[src/hdl/bdq_pkg.sv]
`default_nettype none
// ----------------------------------------------------------------------------
// bdq_pkg
// Shared constants, codes and control types of the bounded deque.
// ----------------------------------------------------------------------------
package bdq_pkg;

  localparam int CAPACITY  = 32;
  localparam int KEY_WIDTH = 32;
  localparam int IDX_W     = $clog2(CAPACITY);
  localparam int CNT_W     = $clog2(CAPACITY + 1);
  // common width for comparing the 6-bit request count with the fill count
  localparam int CMP_W     = (CNT_W > 6) ? CNT_W : 6;

  localparam logic [2:0] FUNC_PUSH_FRONT = 3'd0;
  localparam logic [2:0] FUNC_PUSH_BACK  = 3'd1;
  localparam logic [2:0] FUNC_POP_FRONT  = 3'd2;
  localparam logic [2:0] FUNC_POP_BACK   = 3'd3;
  localparam logic [2:0] FUNC_DELETE     = 3'd4;
  localparam logic [2:0] FUNC_FIRST_N    = 3'd5;
  localparam logic [2:0] FUNC_LAST_N     = 3'd6;

  localparam logic [1:0] STATUS_OK    = 2'd0;
  localparam logic [1:0] STATUS_EMPTY = 2'd1;
  localparam logic [1:0] STATUS_FULL  = 2'd2;

  typedef struct packed {
    logic       load;       // capture the input word
    logic       clear;      // empty the store
    logic       push;       // write key at front or back
    logic       pop;        // drop front or back entry
    logic       walk_init;  // set up a delete or listing walk
    logic       rd;         // read the store into the read register
    logic       del_step;   // compare read entry, compact if kept
    logic       step;       // advance walk index
    logic       emit;       // load the output register
    logic       emit_val;   // result carries the read entry
    logic       emit_last;  // final result of this word
    logic [1:0] emit_st;    // status code of the result
  } bdq_cmd_t;

  typedef struct packed {
    logic [2:0] func;
    logic       clr;
    logic       empty;
    logic       full;
    logic       cnt_zero;
    logic       walk_last;
    logic       out_free;
  } bdq_stat_t;

  // ring position of logical offset ofs from base; ofs < CAPACITY
  function automatic logic [IDX_W-1:0] bdq_slot(input logic [IDX_W-1:0] base,
                                                input logic [CNT_W-1:0] ofs);
    logic [CNT_W:0] sum;
    sum = (CNT_W+1)'(base) + (CNT_W+1)'(ofs);
    if (sum >= (CNT_W+1)'(CAPACITY)) begin
      sum = sum - (CNT_W+1)'(CAPACITY);
    end
    return sum[IDX_W-1:0];
  endfunction

endpackage
`default_nettype wire

[src/hdl/bdq_ctrl.sv]
`default_nettype none
// ----------------------------------------------------------------------------
// bdq_ctrl
// Sequencer of the deque: decodes each word and steps the datapath.
// ----------------------------------------------------------------------------
module bdq_ctrl import bdq_pkg::*; (
  input  wire logic      clk,
  input  wire logic      rst_n,
  input  wire logic      in_valid,
  output logic           in_stall,
  input  wire bdq_stat_t stat,
  output bdq_cmd_t       cmd
);

  localparam logic [2:0] S_IDLE     = 3'd0;
  localparam logic [2:0] S_DECODE   = 3'd1;
  localparam logic [2:0] S_POP      = 3'd2;
  localparam logic [2:0] S_DEL_RD   = 3'd3;
  localparam logic [2:0] S_DEL_WR   = 3'd4;
  localparam logic [2:0] S_LST_RD   = 3'd5;
  localparam logic [2:0] S_LST_EMIT = 3'd6;
  localparam logic [2:0] S_EMIT     = 3'd7;

  logic [2:0] state_r, state_nxt;
  logic [1:0] st_r, st_nxt;

  always_ff @(posedge clk) begin
    if (!rst_n) begin
      state_r <= S_IDLE;
      st_r    <= STATUS_OK;
    end else begin
      state_r <= state_nxt;
      st_r    <= st_nxt;
    end
  end

  always_comb begin
    cmd       = '0;
    state_nxt = state_r;
    st_nxt    = st_r;
    case (state_r)
      S_IDLE: begin
        if (in_valid) begin
          cmd.load  = 1'b1;
          state_nxt = S_DECODE;
        end
      end
      S_DECODE: begin
        state_nxt = S_EMIT;
        st_nxt    = STATUS_OK;
        if (stat.clr) begin
          cmd.clear = 1'b1;
        end else begin
          case (stat.func)
            FUNC_PUSH_FRONT, FUNC_PUSH_BACK: begin
              if (stat.full) begin
                st_nxt = STATUS_FULL;
              end else begin
                cmd.push = 1'b1;
              end
            end
            FUNC_POP_FRONT, FUNC_POP_BACK: begin
              if (stat.empty) begin
                st_nxt = STATUS_EMPTY;
              end else begin
                cmd.rd    = 1'b1;
                state_nxt = S_POP;
              end
            end
            FUNC_DELETE: begin
              if (stat.empty) begin
                st_nxt = STATUS_EMPTY;
              end else begin
                cmd.walk_init = 1'b1;
                state_nxt     = S_DEL_RD;
              end
            end
            FUNC_FIRST_N, FUNC_LAST_N: begin
              if (stat.empty) begin
                st_nxt = STATUS_EMPTY;
              end else if (!stat.cnt_zero) begin
                cmd.walk_init = 1'b1;
                state_nxt     = S_LST_RD;
              end
            end
            default: begin
              st_nxt = stat.empty ? STATUS_EMPTY : STATUS_OK;
            end
          endcase
        end
      end
      S_POP: begin
        if (stat.out_free) begin
          cmd.pop       = 1'b1;
          cmd.emit      = 1'b1;
          cmd.emit_val  = 1'b1;
          cmd.emit_last = 1'b1;
          cmd.emit_st   = STATUS_OK;
          state_nxt     = S_IDLE;
        end
      end
      S_DEL_RD: begin
        cmd.rd    = 1'b1;
        state_nxt = S_DEL_WR;
      end
      S_DEL_WR: begin
        cmd.del_step = 1'b1;
        cmd.step     = 1'b1;
        if (stat.walk_last) begin
          st_nxt    = STATUS_OK;
          state_nxt = S_EMIT;
        end else begin
          state_nxt = S_DEL_RD;
        end
      end
      S_LST_RD: begin
        cmd.rd    = 1'b1;
        state_nxt = S_LST_EMIT;
      end
      S_LST_EMIT: begin
        if (stat.out_free) begin
          cmd.emit      = 1'b1;
          cmd.emit_val  = 1'b1;
          cmd.emit_last = stat.walk_last;
          cmd.emit_st   = STATUS_OK;
          cmd.step      = 1'b1;
          state_nxt     = stat.walk_last ? S_IDLE : S_LST_RD;
        end
      end
      S_EMIT: begin
        if (stat.out_free) begin
          cmd.emit      = 1'b1;
          cmd.emit_last = 1'b1;
          cmd.emit_st   = st_r;
          state_nxt     = S_IDLE;
        end
      end
      default: begin
        state_nxt = S_IDLE;
      end
    endcase
  end

  assign in_stall = (state_r != S_IDLE);

endmodule
`default_nettype wire

[src/hdl/bdq_dp.sv]
`default_nettype none
// ----------------------------------------------------------------------------
// bdq_dp
// Deque datapath: ring store, head and fill count, walk counters and the
// output register.
// ----------------------------------------------------------------------------
module bdq_dp import bdq_pkg::*; (
  input  wire logic               clk,
  input  wire logic               rst_n,
  input  wire bdq_cmd_t           cmd,
  output bdq_stat_t               stat,
  input  wire logic [2:0]         in_func,
  input  wire logic signed [31:0] in_key,
  input  wire logic [5:0]         in_count,
  input  wire logic               in_clear_all,
  output logic                    out_valid,
  input  wire logic               out_stall,
  output logic signed [31:0]      out_value,
  output logic                    out_has_value,
  output logic                    out_last_result,
  output logic [1:0]              out_status,
  output logic [5:0]              out_occupancy
);

  logic [KEY_WIDTH-1:0] mem [CAPACITY];

  logic [2:0]           func_r;
  logic [KEY_WIDTH-1:0] key_r;
  logic [5:0]           cnt_r;
  logic                 clr_r;
  logic [IDX_W-1:0]     head_r, head_nxt;
  logic [CNT_W-1:0]     count_r, count_nxt;
  logic [CNT_W-1:0]     i_r, j_r, n_r, start_r;
  logic [KEY_WIDTH-1:0] rd_data_r;

  logic                 out_valid_r;
  logic signed [31:0]   out_value_r;
  logic                 out_has_r, out_last_r;
  logic [1:0]           out_status_r;
  logic [5:0]           out_occ_r;

  logic [KEY_WIDTH+31:0] key_ext, val_ext;
  logic [IDX_W-1:0]      head_dec, head_inc, rd_addr, wr_addr;
  logic [KEY_WIDTH-1:0]  wr_data;
  logic                  wr_en, keep, front, walk_last, out_free;
  logic [CNT_W-1:0]      n_calc;

  assign key_ext   = {{KEY_WIDTH{in_key[31]}}, in_key};
  assign val_ext   = {{32{rd_data_r[KEY_WIDTH-1]}}, rd_data_r};
  assign head_dec  = (head_r == '0) ? IDX_W'(CAPACITY - 1) : head_r - 1'b1;
  assign head_inc  = bdq_slot(head_r, CNT_W'(1));
  assign front     = (func_r == FUNC_PUSH_FRONT) || (func_r == FUNC_POP_FRONT);
  assign keep      = (rd_data_r != key_r);
  assign walk_last = ((i_r + CNT_W'(1)) == n_r);
  assign out_free  = !out_valid_r || !out_stall;

  // walk length: the fill count for a delete; for a listing, the smaller of the request and the fill count
  always_comb begin
    if (func_r == FUNC_DELETE) begin
      n_calc = count_r;
    end else if (CMP_W'(cnt_r) < CMP_W'(count_r)) begin
      n_calc = CNT_W'(cnt_r);
    end else begin
      n_calc = count_r;
    end
  end

  always_comb begin
    if (func_r == FUNC_POP_FRONT) begin
      rd_addr = head_r;
    end else if (func_r == FUNC_POP_BACK) begin
      rd_addr = bdq_slot(head_r, count_r - CNT_W'(1));
    end else begin
      rd_addr = bdq_slot(head_r, start_r + i_r);
    end
  end

  always_comb begin
    wr_en   = 1'b0;
    wr_addr = bdq_slot(head_r, j_r);
    wr_data = rd_data_r;
    if (cmd.push) begin
      wr_en   = 1'b1;
      wr_addr = front ? head_dec : bdq_slot(head_r, count_r);
      wr_data = key_r;
    end else if (cmd.del_step) begin
      wr_en = keep;
    end
  end

  always_comb begin
    head_nxt  = head_r;
    count_nxt = count_r;
    if (cmd.clear) begin
      head_nxt  = '0;
      count_nxt = '0;
    end else if (cmd.push) begin
      count_nxt = count_r + CNT_W'(1);
      if (front) begin
        head_nxt = head_dec;
      end
    end else if (cmd.pop) begin
      count_nxt = count_r - CNT_W'(1);
      if (front) begin
        head_nxt = head_inc;
      end
    end else if (cmd.del_step && walk_last) begin
      count_nxt = j_r + CNT_W'(keep);
    end
  end

  always_ff @(posedge clk) begin
    if (wr_en) begin
      mem[wr_addr] <= wr_data;
    end
    if (cmd.rd) begin
      rd_data_r <= mem[rd_addr];
    end
  end

  always_ff @(posedge clk) begin
    if (!rst_n) begin
      head_r  <= '0;
      count_r <= '0;
    end else begin
      head_r  <= head_nxt;
      count_r <= count_nxt;
    end
  end

  always_ff @(posedge clk) begin
    if (cmd.load) begin
      func_r <= in_func;
      key_r  <= key_ext[KEY_WIDTH-1:0];
      cnt_r  <= in_count;
      clr_r  <= in_clear_all;
    end
    if (cmd.walk_init) begin
      i_r     <= '0;
      j_r     <= '0;
      n_r     <= n_calc;
      start_r <= (func_r == FUNC_LAST_N) ? count_r - n_calc : '0;
    end else begin
      if (cmd.step) begin
        i_r <= i_r + CNT_W'(1);
      end
      if (cmd.del_step && keep) begin
        j_r <= j_r + CNT_W'(1);
      end
    end
  end

  // output register: a new word loads only when the last one is taken
  always_ff @(posedge clk) begin
    if (!rst_n) begin
      out_valid_r <= 1'b0;
    end else if (cmd.emit) begin
      out_valid_r <= 1'b1;
    end else if (!out_stall) begin
      out_valid_r <= 1'b0;
    end
  end

  always_ff @(posedge clk) begin
    if (cmd.emit) begin
      out_value_r  <= cmd.emit_val ? val_ext[31:0] : '0;
      out_has_r    <= cmd.emit_val;
      out_last_r   <= cmd.emit_last;
      out_status_r <= cmd.emit_st;
      out_occ_r    <= 6'(count_nxt);
    end
  end

  assign stat.func      = func_r;
  assign stat.clr       = clr_r;
  assign stat.empty     = (count_r == '0);
  assign stat.full      = (count_r >= CNT_W'(CAPACITY));
  assign stat.cnt_zero  = (cnt_r == '0);
  assign stat.walk_last = walk_last;
  assign stat.out_free  = out_free;

  assign out_valid       = out_valid_r;
  assign out_value       = out_value_r;
  assign out_has_value   = out_has_r;
  assign out_last_result = out_last_r;
  assign out_status      = out_status_r;
  assign out_occupancy   = out_occ_r;

`ifndef NO_ASSERTIONS
  a_occ_bound: assert property (@(posedge clk) disable iff (!rst_n)
    count_r <= CNT_W'(CAPACITY))
    else $error("fill count above capacity");

  a_push_room: assert property (@(posedge clk) disable iff (!rst_n)
    cmd.push |-> (count_r < CNT_W'(CAPACITY)))
    else $error("push into full store");

  a_pop_data: assert property (@(posedge clk) disable iff (!rst_n)
    cmd.pop |-> (count_r != '0))
    else $error("pop from empty store");

  a_no_overwrite: assert property (@(posedge clk) disable iff (!rst_n)
    cmd.emit |-> (!out_valid_r || !out_stall))
    else $error("result word overwritten while stalled");

  a_walk_bound: assert property (@(posedge clk) disable iff (!rst_n)
    cmd.step |-> (i_r < n_r))
    else $error("walk index past its length");
`endif

endmodule
`default_nettype wire

[src/hdl/bounded_deque_with_key_delete.sv]
`default_nettype none
// ----------------------------------------------------------------------------
// bounded_deque_with_key_delete
// Bounded double-ended queue of signed keys with delete-by-key and listing.
//
// Input channel (in_valid / in_stall): one word per operation. The block
// takes a word only while idle; in_stall stays high while a word is in work.
// Result channel (out_valid / out_stall): one word per status result, or one
// per listed entry with out_last_result on the final one. Results sit in an
// output register, so a new input word is taken while a result still waits.
// Each word is loaded, then decoded: a push, clear or status-only word goes
// straight to its result; a pop reads its entry, then pops and emits it;
// delete and listing walk the store, reading one entry and then writing or
// emitting it. The walks are set by the single read port of the ring store
// with its registered read data. With no stalls the next word is taken the
// cycle after the final result loads, so words do not overlap.
// A stalled receiver holds the result and the sequencer waits before the
// next result; nothing is dropped.
// Reset (synchronous, active low) empties the deque at once: head and fill
// count go to zero; store contents are left as they are.
// ----------------------------------------------------------------------------
module bounded_deque_with_key_delete import bdq_pkg::*; (
  input  wire logic               clk,
  input  wire logic               rst_n,
  input  wire logic               in_valid,
  output logic                    in_stall,
  input  wire logic [2:0]         in_func,
  input  wire logic signed [31:0] in_key,
  input  wire logic [5:0]         in_count,
  input  wire logic               in_clear_all,
  output logic                    out_valid,
  input  wire logic               out_stall,
  output logic signed [31:0]      out_value,
  output logic                    out_has_value,
  output logic                    out_last_result,
  output logic [1:0]              out_status,
  output logic [5:0]              out_occupancy
);

  bdq_cmd_t  cmd;
  bdq_stat_t stat;

  bdq_ctrl u_ctrl (
    .clk      (clk),
    .rst_n    (rst_n),
    .in_valid (in_valid),
    .in_stall (in_stall),
    .stat     (stat),
    .cmd      (cmd)
  );

  bdq_dp u_dp (
    .clk             (clk),
    .rst_n           (rst_n),
    .cmd             (cmd),
    .stat            (stat),
    .in_func         (in_func),
    .in_key          (in_key),
    .in_count        (in_count),
    .in_clear_all    (in_clear_all),
    .out_valid       (out_valid),
    .out_stall       (out_stall),
    .out_value       (out_value),
    .out_has_value   (out_has_value),
    .out_last_result (out_last_result),
    .out_status      (out_status),
    .out_occupancy   (out_occupancy)
  );

endmodule
`default_nettype wire
[config.mk]
export PLATFORM = sky130hd
export DESIGN_NAME = bounded_deque_with_key_delete
export DESIGN_NICKNAME = d
export VERILOG_FILES = /design/src/hdl/bdq_pkg.sv /design/src/hdl/bdq_ctrl.sv /design/src/hdl/bdq_dp.sv /design/src/hdl/bounded_deque_with_key_delete.sv
export SDC_FILE = /design/constraint.sdc
export NUM_CORES = 1
export LEC_CHECK = 0
export BUFFER_PORTS_ARGS = -buffer_cell sky130_fd_sc_hd__buf_2
export CAP_MARGIN = 20
export CORE_UTILIZATION = 40
export CTS_CLUSTER_DIAMETER = 120
export DETAILED_ROUTE_END_ITERATION = 8
export PLACE_DENSITY = 0.6
export SKIP_CTS_REPAIR_TIMING = 1
export SYNTH_ARGS = -nofsm -noshare
export SYNTH_HDL_FRONTEND = slang
export SYNTH_HIERARCHICAL = 1
export SYNTH_SLANG_ARGS = --single-unit
export TNS_END_PERCENT = 20
[constraint.sdc]
create_clock -name clk -period 4.75 [get_ports clk]
set_input_delay 0.475 -clock clk [delete_from_list [all_inputs] [get_ports clk]]
set_output_delay 0.475 -clock clk [all_outputs]
set_load 0.01 [all_outputs]
==> results of run 1 <==
[synthesized netlist by cell type, types with 35 or more instances]
| cell | n |
|---|---|
| sky130_fd_sc_hd__o32ai_1 | 64 |
| sky130_fd_sc_hd__a31oi_1 | 103 |
| sky130_fd_sc_hd__nor2_1 | 82 |
| sky130_fd_sc_hd__mux2i_1 | 166 |
| sky130_fd_sc_hd__a211oi_1 | 47 |
| sky130_fd_sc_hd__buf_2 | 73 |
| sky130_fd_sc_hd__and3_1 | 261 |
| sky130_fd_sc_hd__mux2_2 | 98 |
| sky130_fd_sc_hd__xnor2_1 | 51 |
| sky130_fd_sc_hd__nand2_1 | 804 |
| sky130_fd_sc_hd__edfxtp_1 | 1151 |
| sky130_fd_sc_hd__clkbuf_1 | 115 |
| sky130_fd_sc_hd__and2_1 | 35 |
[flip-flops by register name, summed over array words and instances (netlist names), 2 cells and up]
| name | flops |
|---|---|
| u_dp/count_r | 6 |
| u_ctrl/st_r | 2 |
| u_dp/n_r | 6 |
| u_dp/start_r | 5 |
| u_dp/out_status | 2 |
| u_dp/head_r | 5 |
| u_dp/rd_data_r | 32 |
| u_dp/out_occupancy | 6 |
| u_dp/func_r | 3 |
| u_dp/key_r | 32 |
| u_dp/out_value | 32 |
| u_dp/mem | 1024 |
| u_ctrl/state_r | 3 |
| u_dp/j_r | 6 |
| u_dp/i_r | 6 |
| u_dp/cnt_r | 6 |
[report_power, final]
part	internal [mW]	switching [mW]	total [mW]
sequential	12.6	0.312	12.9
clock	5.14	3.97	9.11
combinational	4.80	8.48	13.3
[stage by stage]
| stage | hold slack (ns) | setup slack (ns) |
|---|---|---|
| 2_1_floorplan | 0.4319 | 0.6080 |
| 3_3_place_gp | 0.4510 | 0.4829 |
| 3_5_place_dp | 0.4578 | 0.4779 |
| 4_1_cts | -0.1230 | 0.4330 |
| 5_1_grt | 0.004991 | 0.2636 |
| 6_report | 0.04569 | 0.4720 |
[worst max-delay path by stage]
stage | from | slack [ns] | end | cells past startpoint
global route | u_dp/i_r[0] | 0.26 | u_dp/rd_data_r[11] | 14
finish | u_dp/func_r[2] | 0.47 | u_dp/rd_data_r[25] | 12
detailed placement | u_dp/func_r[2] | 0.48 | u_dp/rd_data_r[25] | 12
CTS | u_dp/func_r[2] | 0.43 | u_dp/rd_data_r[25] | 12
floorplan | u_dp/count_r[0] | 0.61 | u_dp/mem[0][0] | 9
global placement | u_dp/func_r[2] | 0.48 | u_dp/rd_data_r[25] | 12
[area by class of cell]
cell class | instances | area, sq um
Antenna cell | 1 | 2.502
Clock buffer | 141 | 3060
Clock inverter | 80 | 730.7
Fill cell | 10440 | 63950
Inverter | 26 | 97.59
Multi-Input combinational cell | 2037 | 12900
Sequential cell | 1180 | 35140
Tap cell | 1612 | 2017
Timing Repair Buffer | 266 | 2540
[layer usage]
metal	part of all wire [%]	routed length, um
met3	8.5	11300
met4	3.0	3929
met2	45	59990
met1	43	57590
met5	0	0
[cells by family (layout without fill, tap and decap cells)]
| family | after synthesis | after routing | share of synthesized area [%] |
|---|---|---|---|
| other | 0 | 1 | 0 |
| buffers and inverters | 241 | 513 | 2.273 |
| xor gates and xnor gates | 72 | 72 | 1.293 |
| AOI/OAI and AO/OA | 376 | 376 | 5.630 |
| DFF | 1180 | 1180 | 72.05 |
| adders and majority gates | 39 | 39 | 1.072 |
| muxes | 264 | 264 | 5.669 |
| and+or+nand+nor | 1286 | 1286 | 12.01 |
==> impl_metrics.toml, run 1 <==
[status]
status = "complete, no violations"

[drt]
dr.first_iter.drc_count = 3164
drc_violations_left = 0
route.vias.total = 29760
detail_route.wl_per_cell_um = 24.86
vias_per_cell = 5.569
dr.pass1.iters = 5
wirelength_mm = 132.8
final_antenna_net_count = 0

[timing]
setup-violations-final = 0
layout_min_cycle_time_ns = 4.278
rsz_0062_raised_after_global_routing = "false"
final.setup.tns_ns = 0
maxClockFrequency_mhz = 233.8
max_slew_headroom_at_the_worst_pin_pct = 24.80
max_slew.worst_pin.slew_ns = 1.126
clock-skew-final_ns = 0.04862
timing.final.crit_share_pct = 90.06
hold_viol = 0
pins_over_slew_limit = 0

[place]
placement.cell_area_sq_mm = 0.05227
detailed_place_hpwl_mm = 75.66
place.port_buffers = 89
placed_cells = 5080
finalWeightedCongestion = 0.8189

[global_route]
groute.layer.met2.usage_pct = 32.58
grt_first_pass_wirelength_mm = 191.6
grt_remaining_overflow = 0
global_route.peak_usage_layer = "met2"
grt_pass1_vias = 28050
globalRouteTotalUtil_pct = 21.35
grt_util_met1_pct = 30.65
maximum_number_of_pins_on_one_net_before_global_route_repair = 122
grt_antenna_before_repair = 5
global_route.usage.met3_pct = 4.183

[clock_network]
cts-buffers-inserted = 117
htree_depth = 3
clkTransAtPathRegs_ns = 0.06
clk_root_buffer_cell = "sky130_fd_sc_hd__clkbuf_16"
worstSkewPairLatency_ns = 0.72
clock_tree.buffer_depth = 3
cts_tree = "yes"
cts_num_sinks = 1180

[hold_path]
hold_start = "in_key[31]"
hold-path-endpoint = "u_dp/key_r[31]"
min_path_type = "primary input to flip-flop"
worstHoldPathCells = 1

[synth]
synth_cells = 3458
total_standard_cell_area_after_synthesis_sq_mm = 0.04878
synth_sequential_area_ratio_pct = 72.05
number_of_synthesized_flops_with_an_enable_pin = 1151
yosys_warnings = 6
post_synth_num_cell_types = 65
net_count_after_synthesis = 3542
ys_ff_latch = 1180
netlist.area_leader.share_pct = 70.86
yosys.area.top_type = "sky130_fd_sc_hd__edfxtp_1"
ys_dominant_reg_cell = "sky130_fd_sc_hd__edfxtp_1"
yosys-top-cells-area = "sky130_fd_sc_hd__edfxtp_1 71%, sky130_fd_sc_hd__nand2_1 6.2%, sky130_fd_sc_hd__mux2i_1 3.4%"
avgSynthCellArea_sq_um = 14.11
synth-async-reset-ratio_pct = 0

[floorplanning]
boundaryPins = 90
overall_die_width_um = 351.2
die_area_sq_mm = 0.1233
core_area_sq_mm = 0.1204
start_util_pct = 40.50
rows = 127
fp.dieH_um = 351.2

[setup_path]
crit_path_frequent_cell = "sky130_fd_sc_hd__o21ai_0"
setup.worst_path.class = "flip-flop to flip-flop"
worst_ep_arrival_time_ns = 4.75
critPathTopFamily = "compound AO/OA/AOI/OAI gates"
critical_path.endpoint_type = "flip-flop"
worstReg2RegEnd = "u_dp/rd_data_r[25]"
critical-path-slowest-cell = "sky130_fd_sc_hd__edfxtp_1"
worst-path-max-fanout = 21
crit-reg2reg-launch = "u_dp/func_r[2]"
cp_cell_sequence = "nand3b_1 > nand2_1 > o21ai_0 > ha_1 > fa_1 > xnor2_1 > o21ai_0 > nand2_4 > buf_12 > o32ai_1 > a211oi_1 > mux2i_1"
rr_worst_depth = 12
worst-path-buf-inv = 1
reg2reg_slack_ns = 0.47
slowest_delay_ns = 0.53
worst_ep_required_time_ns = 5.22
start_kind = "flip-flop"

[layout]
final-instance-count-excl-fill = 5343
drive_above_1_share_pct = 14.69
final_core_util_pct = 46.90
design.final.nets = 3712
areaGrowthSynthToFinish_pct = 15.82
post-route-cell-area_sq_mm = 0.05649
most-common-layout-cells = "1151 x sky130_fd_sc_hd__edfxtp_1, 802 x sky130_fd_sc_hd__nand2_1, 261 x sky130_fd_sc_hd__and3_1"
mostFrequentLayoutCell = "sky130_fd_sc_hd__edfxtp_1"

[pwr]
vdd_drop_max_uv = 584.1
power_density_mw_per_mm2 = 624.4
total_power_mw = 35.27
leakagePower_nw = 19.91

[flow_run]
maxCapViolCount = 0
No activity file was read; power rests on OpenSTA's default activity.
==> run 2: changes to the inputs <==
--- a/config.mk
+++ b/config.mk
@@ -11,6 +11,7 @@
 export CTS_CLUSTER_DIAMETER = 120
 export DETAILED_ROUTE_END_ITERATION = 8
 export PLACE_DENSITY = 0.6
+export RECOVER_POWER = 25
 export SKIP_CTS_REPAIR_TIMING = 1
 export SYNTH_ARGS = -nofsm -noshare
 export SYNTH_HDL_FRONTEND = slang
==> run 2 against run 1 <==
Net effect:
- the run now ends with capacitance limit, slew limit left
- fmax decreased by 0.67%
- non-clock buffer count unchanged
- clock power about the same
- sequential power about the same
- global-route usage unchanged
- highest routed layer unchanged
- sequential cell count unchanged
- largest power group unchanged
- critical endpoint unchanged
- hold slack improved by 0.014 ns
- first-iteration DRC count increased by 1.5%
- final cell count about the same
==> impl_metrics.toml, run 2 (synthesis gave the netlist of run 1 again) <==
[setup_path]
critPathTopFamily = "compound AO/OA/AOI/OAI gates"
worst_ep_arrival_time_ns = 4.77
critical-path-slowest-cell = "sky130_fd_sc_hd__edfxtp_1"
cp_cell_sequence = "nand3b_1 > nand2_1 > o21ai_0 > ha_1 > fa_1 > xnor2_1 > o21ai_0 > nand2_4 > buf_12 > o32ai_1 > a211oi_1 > mux2i_1"
worst_ep_required_time_ns = 5.21
setup.worst_path.class = "flip-flop to flip-flop"
slowest_delay_ns = 0.53
start_kind = "flip-flop"
crit_path_frequent_cell = "sky130_fd_sc_hd__o21ai_0"
worst-path-max-fanout = 21
critical_path.endpoint_type = "flip-flop"
worst-path-buf-inv = 1
critical_path_cell_count = 12
rr_worst_depth = 12

[status]
status = "finished with violations"
violations_in_the_final_reports = "capacitance limit, slew limit"

[timing]
timing.final.crit_share_pct = 90.67
max_slew.worst_pin.slew_ns = 2.730
hold_viol = 0
maxClockFrequency_mhz = 232.2
layout_min_cycle_time_ns = 4.307
max_slew_headroom_at_the_worst_pin_pct = -82.66
final.setup.tns_ns = 0
timing.final.ws_setup_ns = 0.4430
pins_over_slew_limit = 82
setup-violations-final = 0
clock-skew-final_ns = 0.05156
rsz_0062_raised_after_global_routing = "false"

[global_route]
grt_pass1_vias = 28050
groute.layer.met2.usage_pct = 32.58
maximum_number_of_pins_on_one_net_before_global_route_repair = 122
grt_antenna_before_repair = 4
grt_remaining_overflow = 0
global_route.peak_usage_layer = "met2"
globalRouteTotalUtil_pct = 21.35
grt_util_met1_pct = 30.65
global_route.usage.met3_pct = 4.183
grt_first_pass_wirelength_mm = 191.6

[drt]
drc_violations_left = 0
vias_per_cell = 5.553
final_antenna_net_count = 0
dr.pass1.iters = 5
route.vias.total = 29660
dr.first_iter.drc_count = 3211
wirelength_mm = 132.8
detail_route.wl_per_cell_um = 24.87

[clock_network]
cts_tree = "yes"
clk_root_buffer_cell = "sky130_fd_sc_hd__clkbuf_16"
worstSkewPairLatency_ns = 0.72
cts-buffers-inserted = 117
cts_num_sinks = 1180
clkTransAtPathRegs_ns = 0.07
clock_tree.buffer_depth = 3
htree_depth = 3

[pwr]
leakagePower_nw = 19.68
power_density_mw_per_mm2 = 625.2
vdd_drop_max_uv = 581.0

[place]
place.port_buffers = 89
finalWeightedCongestion = 0.8189
placement.cell_area_sq_mm = 0.05227
post-place-ws_ns = 0.4779
detailed_place_hpwl_mm = 75.66

[layout]
post-route-cell-area_sq_mm = 0.05635
most-common-layout-cells = "1151 x sky130_fd_sc_hd__edfxtp_1, 802 x sky130_fd_sc_hd__nand2_1, 261 x sky130_fd_sc_hd__and3_1"
largest_register_ff_count = 1024
areaGrowthSynthToFinish_pct = 15.53
drive_above_1_share_pct = 12.41
mostFrequentLayoutCell = "sky130_fd_sc_hd__edfxtp_1"
design.final.nets = 3712
diodes = 0
regMostFlops = "u_dp/mem"
filler_cell_count = 10470

[hold_path]
min_path_type = "primary input to flip-flop"
worstHoldPathCells = 3

[floorplanning]
overall_die_width_um = 351.2
rows = 127
die_area_sq_mm = 0.1233
core_area_sq_mm = 0.1204
boundaryPins = 90
fp.dieH_um = 351.2
start_util_pct = 40.50

[flow_run]
maxCapViolCount = 4
[run 2: changes by cell type in the layout (fill, tap and decap cells not counted), sizes merged]
cell / change
diode: -1
clkbuf: +66
buf: -66
[run 2: per-layer routing]
layer,wire (um),share of wire (%)
met1,57470,43
met2,59600,45
met3,11650,8.8
met4,4111,3.1
met5,0,0
[run 2: per-stage QoR]
stage | utilization (%) | instances | total power, mW | hold WS [ns]
after floorplan | - | 3458 | 21.58 | 0.4319
after global placement | 43.38 | 5079 | 26.17 | 0.4510
after detailed placement | 43.40 | 5080 | 26.24 | 0.4578
after CTS | 46.55 | 5301 | 35.35 | -0.1230
after global routing | 46.79 | 5342 | 36.80 | 0.03027
final | 46.79 | 5342 | 35.23 | 0.05972
[run 2: report_power, final]
group | switching [mW] | internal [mW]
Sequential | 0.316 | 12.6
Combinational | 8.46 | 4.75
Clock | 3.98 | 5.14
[run 2: final timing paths]
path / startpoint / endpoint / slack (ns)
max: u_dp/func_r[2] / u_dp/rd_data_r[25] / 0.44
min reg2reg: u_ctrl/st_r[0] / u_ctrl/st_r[0] / 0.47
min: out_stall / u_dp/out_valid / 0.06
max reg2reg: u_dp/func_r[2] / u_dp/rd_data_r[25] / 0.44
[run 2: worst min-delay path, cell delays in order]
cell,delay (ns)
sky130_fd_sc_hd__buf_2,0.09
sky130_fd_sc_hd__a21oi_1,0.06
sky130_fd_sc_hd__nor2b_1,0.09
[run 2: final cells by class]
type                    instances  area, sq um  area share, %
flip-flops and latches       1180        35140          62.37
multi-input cells            2037        12860          22.83
clock buffers                 141         3060          5.431
repair buffers                266         2440          4.330
well taps                    1612         2017          3.579
clock inverters                80        730.7          1.297
inverters                      26        97.59         0.1732
